===== config.mk =====
export PLATFORM = sky130hd
export DESIGN_NAME = sihash_ctrl
export DESIGN_NICKNAME = d
export VERILOG_FILES = /design/src/rtl/core/sihash_pkg.sv /design/src/rtl/core/sihash_ctrl.sv
export SDC_FILE = /design/constraint.sdc
export NUM_CORES = 1
export LEC_CHECK = 0
export BUFFER_PORTS_ARGS = -buffer_cell sky130_fd_sc_hd__buf_4
export CORE_MARGIN = 8
export CORE_UTILIZATION = 30
export DETAILED_ROUTE_END_ITERATION = 6
export PLACE_DENSITY = 0.67
export SETUP_SLACK_MARGIN = 0.4
export SYNTH_ARGS = -nofsm -noshare
export SYNTH_HDL_FRONTEND = slang
export SYNTH_SLANG_ARGS = --single-unit

===== constraint.sdc =====
create_clock -name clk -period 2.95 [get_ports clk]
set_input_delay 0.59 -clock clk [delete_from_list [all_inputs] [get_ports clk]]
set_output_delay 0.59 -clock clk [all_outputs]
set_load 0.01 [all_outputs]

===== src/rtl/core/sihash_pkg.sv =====
package sihash_pkg;

  localparam int N_BUCKETS     = 1024;
  localparam int ARENA_BYTES   = 1048576;
  localparam int MAX_KEY_BYTES = 256;

  localparam int IDX_W = $clog2(N_BUCKETS);
  localparam int OFF_W = 20;
  localparam int NF_W  = OFF_W + 1;
  localparam int LEN_W = $clog2(MAX_KEY_BYTES) + 1;
  localparam int KB_W  = $clog2(MAX_KEY_BYTES);
  localparam int J_W   = LEN_W + 1;

  localparam logic [NF_W-1:0] FIRST_FREE = NF_W'(42);

  // status codes
  localparam logic [1:0] ST_OK         = 2'd0;
  localparam logic [1:0] ST_TABLE_FULL = 2'd1;
  localparam logic [1:0] ST_ARENA_FULL = 2'd2;
  localparam logic [1:0] ST_TOO_LONG   = 2'd3;

  typedef struct packed {
    logic [7:0]  key_byte;
    logic        byte_valid;
    logic        key_last;
    logic [63:0] key_hash;
  } in_t;

  typedef struct packed {
    logic [19:0] key_offset;
    logic        was_new;
    logic [1:0]  status;
  } out_t;

  typedef struct packed {
    logic [OFF_W-1:0] offset;
    logic [63:0]      hash;
  } bkt_t;

  typedef enum logic [2:0] {
    RES_NEW,
    RES_FOUND,
    RES_TABLE,
    RES_ARENA,
    RES_LONG
  } res_code_t;

  typedef enum logic [3:0] {
    S_CLEAR,
    S_COLLECT,
    S_PROBE_RD,
    S_PROBE_CHK,
    S_CMP_RD,
    S_CMP_CHK,
    S_WR_RD,
    S_WR_BYTE,
    S_WR_BKT,
    S_DONE
  } state_t;

  typedef struct packed {
    logic      clr_wr;
    logic      collect;
    logic      start;
    logic      bkt_rd;
    logic      probe_next;
    logic      j_clr;
    logic      j_inc;
    logic      byte_rd;
    logic      arena_wr;
    logic      bkt_wr;
    logic      set_code;
    res_code_t code;
    logic      res_load;
  } cmd_t;

  typedef struct packed {
    logic clr_last;
    logic key_last;
    logic ovf_at_last;
    logic bkt_empty;
    logic hash_eq;
    logic arena_fits;
    logic probe_last;
    logic byte_eq;
    logic byte_last;
    logic out_free;
  } sts_t;

endpackage


===== src/rtl/core/sihash_ctrl.sv =====
module sihash_ctrl (
  input  logic              clk,
  input  logic              rst,
  input  logic              key_valid,
  output logic              key_stall,
  input  sihash_pkg::sts_t  sts,
  output sihash_pkg::cmd_t  cmd
);
  import sihash_pkg::*;

  state_t state, state_next;

  always_ff @(posedge clk) begin
    if (rst) begin
      state <= S_CLEAR;
    end else begin
      state <= state_next;
    end
  end

  // next state
  always_comb begin
    state_next = state;
    unique case (state)
      S_CLEAR:     if (sts.clr_last) state_next = S_COLLECT;
      S_COLLECT: begin
        if (key_valid && sts.key_last) begin
          state_next = sts.ovf_at_last ? S_DONE : S_PROBE_RD;
        end
      end
      S_PROBE_RD:  state_next = S_PROBE_CHK;
      S_PROBE_CHK: begin
        if (sts.bkt_empty) begin
          state_next = sts.arena_fits ? S_WR_RD : S_DONE;
        end else if (sts.hash_eq) begin
          state_next = S_CMP_RD;
        end else begin
          state_next = sts.probe_last ? S_DONE : S_PROBE_RD;
        end
      end
      S_CMP_RD:    state_next = S_CMP_CHK;
      S_CMP_CHK: begin
        if (!sts.byte_eq) begin
          state_next = sts.probe_last ? S_DONE : S_PROBE_RD;
        end else if (sts.byte_last) begin
          state_next = S_DONE;
        end else begin
          state_next = S_CMP_RD;
        end
      end
      S_WR_RD:     state_next = S_WR_BYTE;
      S_WR_BYTE:   state_next = sts.byte_last ? S_WR_BKT : S_WR_RD;
      S_WR_BKT:    state_next = S_DONE;
      S_DONE:      if (sts.out_free) state_next = S_COLLECT;
      default:     state_next = S_CLEAR;
    endcase
  end

  // commands
  always_comb begin
    cmd = '0;
    cmd.code = RES_NEW;
    key_stall = (state != S_COLLECT);
    unique case (state)
      S_CLEAR:     cmd.clr_wr = 1'b1;
      S_COLLECT: begin
        cmd.collect = key_valid;
        if (key_valid && sts.key_last) begin
          if (sts.ovf_at_last) begin
            cmd.set_code = 1'b1;
            cmd.code     = RES_LONG;
          end else begin
            cmd.start = 1'b1;
          end
        end
      end
      S_PROBE_RD:  cmd.bkt_rd = 1'b1;
      S_PROBE_CHK: begin
        cmd.j_clr = 1'b1;
        if (sts.bkt_empty) begin
          if (!sts.arena_fits) begin
            cmd.set_code = 1'b1;
            cmd.code     = RES_ARENA;
          end
        end else if (!sts.hash_eq) begin
          if (sts.probe_last) begin
            cmd.set_code = 1'b1;
            cmd.code     = RES_TABLE;
          end else begin
            cmd.probe_next = 1'b1;
          end
        end
      end
      S_CMP_RD:    cmd.byte_rd = 1'b1;
      S_CMP_CHK: begin
        if (!sts.byte_eq) begin
          if (sts.probe_last) begin
            cmd.set_code = 1'b1;
            cmd.code     = RES_TABLE;
          end else begin
            cmd.probe_next = 1'b1;
          end
        end else if (sts.byte_last) begin
          cmd.set_code = 1'b1;
          cmd.code     = RES_FOUND;
        end else begin
          cmd.j_inc = 1'b1;
        end
      end
      S_WR_RD:     cmd.byte_rd = 1'b1;
      S_WR_BYTE: begin
        cmd.arena_wr = 1'b1;
        cmd.j_inc    = !sts.byte_last;
      end
      S_WR_BKT: begin
        cmd.bkt_wr   = 1'b1;
        cmd.set_code = 1'b1;
        cmd.code     = RES_NEW;
      end
      S_DONE:      cmd.res_load = sts.out_free;
      default:     cmd = '0;
    endcase
  end

endmodule


* Word level (Yosys, flattened, before mapping)
Index checks and enable logic that the tools add are counted.
** Word-level totals
- Flip-flop bits (word level) :: 4
- Output and inout port bits :: 16
- Logic and storage cells :: 58
** Operators by class
- Equal/unequal tests :: 13
- Mux-type cells :: 39
- Reductions and logical operators :: 5
** Operator list (count)
- $mux 4 :: 19
- $pmux 4 s10 :: 1
- $eq 4x3->1 const B :: 4
- $pmux 4 s4 :: 1
- $mux 1 :: 15
- $eq 4x2->1 const B :: 2
- $eq 4x4->1 const B :: 2
- $ne 2x2->1 const B :: 3
- $eq 4x1->1 const B :: 1
- $logic_not 4->1 :: 1
- $ne 4x1->1 const B :: 1
- $pmux 1 s2 :: 2
- $reduce_and 3->1 :: 1
- $mux 2 :: 1
- $reduce_or 2->1 :: 1
- $logic_and 1x1->1 :: 1
- $logic_not 1->1 :: 1

* Logic depth before layout (Yosys ltp)
Gate-level depths: netlist of the first run.
- Depth in word-level cells :: 4
- Depth in mapped cells :: 5
- Depth with buffers taken out :: 4

* Least setup slack after synthesis of the first run
No wires, ideal clock.
- Kind :: register to output
- Start point :: register state[2]
- End point :: output port cmd[4] (netlist bit)
- Arrival time :: 1322 ps
- Required time :: 2360 ps
- Slack :: 1038 ps
- Cell stages (with the launch flop) :: 6
- Path buffers :: 1
- Path through :: dfxtp_1 > buf_2 > nor4b_2 > inv_1 > nor2_1 > or3b_1
** RTL lines
- start: declaration :: line sihash_ctrl.sv:11 : state_t state, state_next;
- start signal: assignment :: line sihash_ctrl.sv:17 : state <= state_next;
- end: declaration :: line sihash_ctrl.sv:7 : output sihash_pkg::cmd_t cmd

==> metrics.csv, run 1 <==
metric,value,unit
synthSimpleGateAreaFrac,48.3,%
drv_slew,0,
clkSinkCount,4,
grt_max_degree,17,
synth_xor_area_share,0,%
fmax,427,MHz
grt_antenna_before_repair,0,
post_cts_buffers,0,
die_h,58.4,microns
numCtsBuffers,3,
drt-initial-drc-count,12,
top_register,state,
routed_wl,1640,microns
muxShareOfSynthArea,1.86,%
crit_path_start_kind,flop,
rsz0062_at_grt,false,
reg_top3,state (4),
die_area,3410,sq um
drt-wirelength-per-cell,13.9,microns
drc,0,
startpoint,state[1],
min_from,state[3],
drive_gt1_share,48.4,%
multi_input_area,413,sq um
arrival,1.75,ns
rows,15,
overflow,0,
power_leakage,0.346,nW
area_growth_syn_to_layout,46.2,%
ys_ff_latch,4,
viasPerCell,5.09,
clk_pin_slew,0.04,ns
grt_usage,9.97,%
relSlewSlack,73.0,%
grt_first_pass_wirelength,2660,microns
synth-compound-area-share,26.5,%
yosysWarnings,0,
skew,0.00157,ns
endpoint_kind,output pin,
cp_max_fo,13,
cts_tree,built,
die_w,58.4,microns
synthArstFlopShare,0,%
synthesis.area,539,sq um
synth_edf_count,0,
fin_ws,0.606,ns
root_buffer,clkbuf_4,
start_util,31.6,%
power_density,288,nW/um^2
finalSetupTns,0,ns
fin_crit,2.34,ns
r2r-start,state[1],
syn-num-nets,79,
status,"finished, final reports clean",
crit_family,simple AND/OR/NAND/NOR gates,
hold_path_class,flop to flop,
synth_ff_type,dfxtp_1,
synth_fa_ha_area_share,0,%
gp_congestion,0.804,
diodes,0,
syn_inst,66,
drv_cap,0,
nFillCells,169,
holdBufCountCts,0,
drt.antenna.violating_nets,0,
clk_latency,0.25,ns
core,1710,sq um
avgSynthCellArea,8.17,sq um
grt_pass1_vias,589,
htreeDepth,1,
clock_path_buffers,2,
power,0.000227,W
path_cells,"nand4bb_2, o32ai_4, a21oi_2, or3b_1, buf_4",
cp.required,2.36,ns
worstMarginPinSlew,0.404,ns
setup_viol,0,
seq_area,85.1,sq um
yosysUniqueCellTypes,36,
io_pins,29,
place_ws,0.708,ns
cp_slowest_cell,dfxtp_2,
hold_viol_final,0,
synth_top_family_by_area,simple AND/OR/NAND/NOR gates,
ys_seq_area_share,14.8,%
largest_reg_flops,4,
crit_buf_inv,1,
dpl.hpwl,1350,microns
firstDrtPassIters,4,
period_share,79.4,%
final_net_count,108,
crit_type,flop to output pin,
irDropWorstVdd,0.147,mV
dr_total_vias,601,
portBuffers,28,
slowest_delay,0.47,ns
cell usage after synthesis (all sizes together), types with 3 or more instances:
cell type	number	area (sq um)
dfxtp	4	80.1
a21oi	4	23.8
nor2	7	26.3
nand2	4	15.0
nor4b	3	38.8
buf	4	20.0
inv	7	26.3
nand2b	4	25.0
final timing paths:
kind	slack [ns]	to	cells past startpoint
setup / recovery	0.61	cmd[4]	5
hold / removal	0.59	state[3]	2
hold reg to reg	0.59	state[3]	2
setup reg to reg	1.42	state[3]	4
power breakdown:
part | leakage, nW | total, W | switching [W] | internal (W)
combinational | 0.298 | 0.0000809 | 0.0000359 | 0.0000450
clock | 0.0138 | 0.0000737 | 0.0000279 | 0.0000459
sequential | 0.0343 | 0.0000726 | 0.0000140 | 0.0000587
metrics by stage:
stage | cell area, sq um | instances | hold slack, ns | util [%]
after floorplan | 539 | 66 | 0.659 | -
after global placement | 761 | 115 | 0.670 | 44.5
after detailed placement | 761 | 115 | 0.665 | 44.5
after CTS | 783 | 118 | 0.630 | 45.9
after global routing | 788 | 118 | 0.617 | 46.2
final | 788 | 118 | 0.590 | 46.2
metal layers:
layer | part of all wire [%] | track usage [%] | wire (microns) | vias up
met5 | 0 | 0 | 0 | -
met4 | 1.2 | 5.59 | 20 | 0
met3 | 7.4 | 4.13 | 121 | 3
met2 | 52 | 16.1 | 858 | 24
met1 | 39 | 10.8 | 641 | 270
li1 | - | - | - | 304
layout by cell type, fill, tap and decap left out, drive strengths merged:
master,count
a2111oi,1
a21oi,4
a31oi,1
a32o,1
and2,1
and2b,1
and3,1
and4,1
buf,28
clkbuf,3
dfxtp,4
inv,7
mux2i,1
nand2,4
nand2b,4
nand3,2
nand3b,1
nand4,1
nand4bb,2
nor2,7
nor2b,1
nor3,1
nor4b,3
o2111ai,1
o211ai,1
o21ai,2
o311ai,1
o31a,1
o32ai,2
or2b,1
or3,1
or3b,2
or4,1
tightest hold or removal path, cell delays in order (launching register included):
cell     delay (ns)
dfxtp_2        0.38
nand4_1        0.09
o21ai_1        0.06
kinds of logic after synthesis:
logic type / count (synthesis)
AOI/OAI and AO/OA: 15
buffers and inverters: 11
DFF: 4
muxes: 1
and+or+nand+nor: 35
final cells by class:
class,instances,share of cell area [%]
multi-input combinational,51,52.4
clock buffer,3,2.86
sequential,4,10.8
timing repair buffer,28,26.7
tap,25,3.97
inverter,7,3.33
timing repair:
item | in CTS | in global routing
hold endpoints to repair | 0 | 0
gates resized for setup | 0 | 4
setup endpoints to repair | 0 | 2
Power figures use the tool's default switching activity.
==> inputs of run 2 (changes only) <==
--- a/config.mk
+++ b/config.mk
@@ -5,11 +5,12 @@
 export SDC_FILE = /design/constraint.sdc
 export NUM_CORES = 1
 export LEC_CHECK = 0
+export ABC_AREA = 1
 export BUFFER_PORTS_ARGS = -buffer_cell sky130_fd_sc_hd__buf_4
 export CORE_MARGIN = 8
 export CORE_UTILIZATION = 30
 export DETAILED_ROUTE_END_ITERATION = 6
-export PLACE_DENSITY = 0.67
+export PLACE_DENSITY = 0.72
 export SETUP_SLACK_MARGIN = 0.4
 export SYNTH_ARGS = -nofsm -noshare
 export SYNTH_HDL_FRONTEND = slang
==> constraint.sdc (replaced) <==
create_clock -name clk -period 2.14 [get_ports clk]
set_input_delay 0.428 -clock clk [delete_from_list [all_inputs] [get_ports clk]]
set_output_delay 0.428 -clock clk [all_outputs]
set_load 0.01 [all_outputs]
==> metrics.csv, run 2 <==
metric,value,unit
status,"finished, final reports clean",
dpl.hpwl,1280,microns
power,0.000586,W
dr_total_vias,701,
irDropWorstVdd,0.465,mV
synthTopCellsByCount,"nand2_1 (27), inv_1 (20), nor2_1 (17), nand3_1 (12), dfxtp_1 (4)",
power_leakage,0.468,nW
fin_crit,1.70,ns
area_growth_syn_to_layout,69.8,%
drt.antenna.violating_nets,0,
synth-compound-area-share,11.6,%
arrival,1.27,ns
crit_buf_inv,3,
synth_edf_count,0,
yosysMostFrequentCell,nand2_1,
die_h,55.7,microns
skew,0.00304,ns
rrSetupSlack,0.90,ns
muxShareOfSynthArea,0,%
start_util,31.8,%
ff2ff_path_depth,8,
timing.hold.worst_endpoint,state[0],
layout_commonest_cell,buf_4,
viasPerCell,4.87,
fmax,588,MHz
period_share,79.5,%
io_pins,29,
crit_family,simple AND/OR/NAND/NOR gates,
drc,0,
drt-initial-drc-count,20,
cp_slowest_cell,dfxtp_2,
syn-num-nets,106,
gp_congestion,0.853,
core,1490,sq um
synthArstFlopShare,0,%
clk_pin_slew,0.04,ns
r2r_end,state[3],
min_from,rst,
largest_reg_flops,4,
drt-wirelength-per-cell,11.4,microns
grt_first_pass_wirelength,2580,microns
clkSinkCount,4,
rows,14,
grt_usage,9.43,%
cp_max_fo,4,
synth_top_cell_by_area,nand2_1,
final_cell_mix,"buf_4 (32), nand2_1 (23), inv_1 (17)",
routed_wl,1640,microns
relSlewSlack,86.2,%
cts_tree,built,
synth_fa_ha_area_share,0,%
crit_type,flop to output pin,
synth_top_family_by_area,simple AND/OR/NAND/NOR gates,
setup_viol,0,
syn_inst,93,
avgSynthCellArea,5.09,sq um
synth_top_area_share,21.4,%
crit_path_start_kind,flop,
reg_top3,state (4),
ys_seq_area_share,16.9,%
power_density,729,nW/um^2
top_register,state,
drive_gt1_share,43.0,%
p_sw_share,45.9,%
hold_path_depth,2,
combPwrFrac,64.0,%
hold_viol_final,0,
ys_top_cells_by_area,"nand2_1 (21%), dfxtp_1 (17%), inv_1 (16%)",
synth_ff_type,dfxtp_1,
hold_path_class,input pin to flop,
ys_ff_latch,4,
rsz0062_at_grt,true,
synthSimpleGateAreaFrac,55.6,%
r2r-start,state[3],
internal_power,0.000317,W
endpoint_kind,output pin,
overflow,0,
seqPwrFrac,20.2,%
placed_cells,137,
fin_ws,0.439,ns
yosysUniqueCellTypes,16,
clk_latency,0.23,ns
die_w,55.7,microns
final_net_count,143,
portBuffers,28,
die_area,3100,sq um
numCtsBuffers,3,
root_buffer,clkbuf_4,
slowest_delay,0.32,ns
finalSetupTns,0,ns
final_cells,144,
firstDrtPassIters,4,
p_switching,0.000269,W
synthesis.area,473,sq um
grt_antenna_before_repair,0,
cp.required,1.71,ns
final_core_util,53.9,%
htreeDepth,1,
clock_path_buffers,2,
diodes,0,
synth_xor_area_share,0,%
place_ws,0.510,ns
yosysWarnings,0,
grt_max_degree,7,
grt_pass1_vias,667,
drv_slew,0,
p_clk_share,15.8,%
drv_cap,0,
path_cells,"inv_2, nand2_2, nor2_4, nand2_1, nand2_2, inv_1, nand2_1, buf_4",
worstMarginPinSlew,0.206,ns
==> run 2: power by group through the flow <==
stage	clock network (W)	logic [W]	registers, W
after floorplan	0	0.000209	0.000105
after global placement	0	0.000329	0.000108
after detailed placement	0	0.000329	0.000108
after CTS	0.0000982	0.000345	0.000111
after global routing	0.000105	0.000417	0.000120
final	0.0000927	0.000375	0.000118
==> run 2: area by class of cell <==
type | count | area (sq um)
Clock buffer | 3 | 22.5
Sequential cell | 4 | 87.6
Multi-Input combinational cell | 69 | 358
Fill cell | 162 | 686
Tap cell | 16 | 20.0
Inverter | 20 | 75.1
Timing Repair Buffer | 32 | 240
==> run 2: how the worst max path moves through the flow <==
stage,start,cells past startpoint,endpoint
3_3_place_gp,sts[5],9,cmd[4]
2_1_floorplan,state[0],6,cmd[4]
6_report,state[3],8,cmd[4]
3_5_place_dp,sts[5],9,cmd[4]
4_1_cts,state[3],8,cmd[4]
5_1_grt,state[3],8,cmd[4]
==> run 2: stage by stage <==
step	cell area (sq um)	hold WS, ns
after global placement	703	0.619
after floorplan	473	0.490
final	803	0.366
after detailed placement	703	0.619
after CTS	762	0.361
after global routing	803	0.357
==> run 2: cells by family (layout without fill, tap and decap cells) <==
kind of cell	after synthesis	in the layout
simple gates	61	61
buf+inv	20	55
flops	4	4
compound gates	8	8
==> run 2: repair_timing <==
item | CTS | global route
pin swaps | 3 | 3
setup buffers | 2 | 2
setup endpoints to repair | 1 | 8
hold buffers | 0 | 0
gates resized for setup | 9 | 11
==> run 2: layer usage <==
layer,GRT usage [%],wire [microns]
met5,0,0
met2,17.6,901
met3,2.05,83
met4,5.28,0
met1,9.20,654
==> inputs of run 3 (changes only) <==
--- a/config.mk
+++ b/config.mk
@@ -5,12 +5,12 @@
 export SDC_FILE = /design/constraint.sdc
 export NUM_CORES = 1
 export LEC_CHECK = 0
-export ABC_AREA = 1
+export ABC_AREA = 0
 export BUFFER_PORTS_ARGS = -buffer_cell sky130_fd_sc_hd__buf_4
 export CORE_MARGIN = 8
 export CORE_UTILIZATION = 30
 export DETAILED_ROUTE_END_ITERATION = 6
-export PLACE_DENSITY = 0.72
+export PLACE_DENSITY = 0.67
 export SETUP_SLACK_MARGIN = 0.4
 export SYNTH_ARGS = -nofsm -noshare
 export SYNTH_HDL_FRONTEND = slang
==> constraint.sdc (replaced) <==
create_clock -name clk -period 1.6 [get_ports clk]
set_input_delay 0.32 -clock clk [delete_from_list [all_inputs] [get_ports clk]]
set_output_delay 0.32 -clock clk [all_outputs]
set_load 0.01 [all_outputs]
==> metrics.csv, run 3 (synthesis results as in run 1) <==
metric,value,unit
power_density,450,nW/um^2
hold_path_depth,3,
irDropWorstVdd,0.309,mV
clk_latency,0.25,ns
routed_wl,2230,microns
root_buffer,clkbuf_4,
place_ws,-0.159,ns
topRoutingLayerUsed,met4,
grt_first_pass_wirelength,3430,microns
diodes,0,
min_from,rst,
finalSetupTns,-2.81,ns
timing.hold.worst_endpoint,state[2],
rrSetupSlack,-0.12,ns
r2r-start,state[3],
r2r_end,state[3],
final_net_count,142,
rsz0062_at_grt,true,
grt_max_degree,12,
ff2ff_path_depth,7,
worstMarginPinSlew,0.542,ns
portBuffers,28,
firstDrtPassIters,3,
clk_pin_slew,0.04,ns
drive_gt1_share,74.0,%
drt-wirelength-per-cell,14.6,microns
overflow,0,
die_area,3410,sq um
start_util,31.6,%
numCtsBuffers,3,
layout_commonest_cell,buf_4,
holdBufCountCts,0,
status,"complete, but fails checks",
drt-initial-drc-count,4,
period_share,118,%
hold_path_class,input pin to flop,
clock_path_buffers,2,
clkSinkCount,4,
die_w,58.4,microns
dpl.hpwl,1660,microns
final_cell_mix,"buf_4 (43), buf_6 (19), inv_1 (4), nand2_1 (4), nor2_1 (4)",
grt_antenna_before_repair,0,
rows,15,
grt_usage,12.9,%
largest_reg_flops,4,
fin_ws,-0.294,ns
fin_crit,1.89,ns
htreeDepth,1,
setup_viol,18,
violations,negative setup slack,
grt_pass1_vias,759,
die_h,58.4,microns
cts_tree,built,
hold_viol_final,0,
nFillCells,143,
wl_met3,113,microns
area_growth_syn_to_layout,129,%
drt.antenna.violating_nets,0,
fmax,528,MHz
dr_total_vias,740,
io_pins,29,
skew,0.00249,ns
top_register,state,
cp.required,1.28,ns
core,1710,sq um
gp_congestion,0.882,
relSlewSlack,63.8,%
power_leakage,0.559,nW
drv_slew,0,
drc,0,
crit_type,flop to output pin,
cp_max_fo,6,
met1_length,975,microns
drv_cap,0,
viasPerCell,4.87,
wl_met2,1090,microns
endpoint_kind,output pin,
crit_path_start_kind,flop,
arrival,1.57,ns
reg_top3,state (4),
## run 3: how the worst max path moves through the flow
stage                  start  endpoint  cells after the start
global placement    state[2]    cmd[4]                      5
detailed placement  state[2]    cmd[4]                      5
floorplan           state[2]    cmd[4]                      4
CTS                 state[2]    cmd[4]                      5
finish              state[2]    cmd[4]                      5
global route        state[2]    cmd[4]                      5
## run 3: critical path, stage by stage, from the launching register on
cell and delay (ns):
dfxtp_4 0.38, nand4bb_4 0.18, o32ai_4 0.10, a21oi_2 0.15, or3b_4 0.39, buf_6 0.13
## run 3: layout make-up
cell class              count  area, sq um  area share, %
clock buffers               3         22.5           1.83
inverters                   7         26.3           2.13
multi-input cells          51          523           42.4
flip-flops and latches      4         92.6           7.51
well taps                  25         31.3           2.54
repair buffers             62          537           43.6
## run 3: layer usage
layer	GRT usage, %	up-vias
met5	0	-
li1	-	369
met4	8.39	0
met1	14.7	340
met2	20.9	26
met3	3.26	5
## run 3: stage by stage
stage	util [%]	instances	area, sq um	power (W)	hold WS, ns
final	72.2	152	1230	0.000554	0.364
after global routing	72.2	152	1230	0.000586	0.387
after CTS	65.1	145	1110	0.000523	0.360
after detailed placement	58.5	136	998	0.000364	0.620
after global placement	58.5	136	998	0.000362	0.604
after floorplan	-	66	624	0.000243	0.486
## run 3: timing repair
| item | CTS | global route |
|---|---|---|
| hold endpoints to repair | 0 | 0 |
| pin swaps | 9 | 8 |
| gates cloned | 0 | 0 |
| buffers inserted | 6 | 7 |
| resized for setup | 11 | 17 |
| endpoints found under the setup margin | 20 | 20 |
## run 3: power by group
| group | switching (W) | total (W) | internal, W | leakage [nW] |
|---|---|---|---|---|
| logic | 0.000124 | 0.000301 | 0.000177 | 0.510 |
| clock network | 0.0000512 | 0.000136 | 0.0000846 | 0.0138 |
| registers | 0.0000125 | 0.000117 | 0.000105 | 0.0352 |
| total | 0.000188 | 0.000554 | 0.000366 | 0.559 |
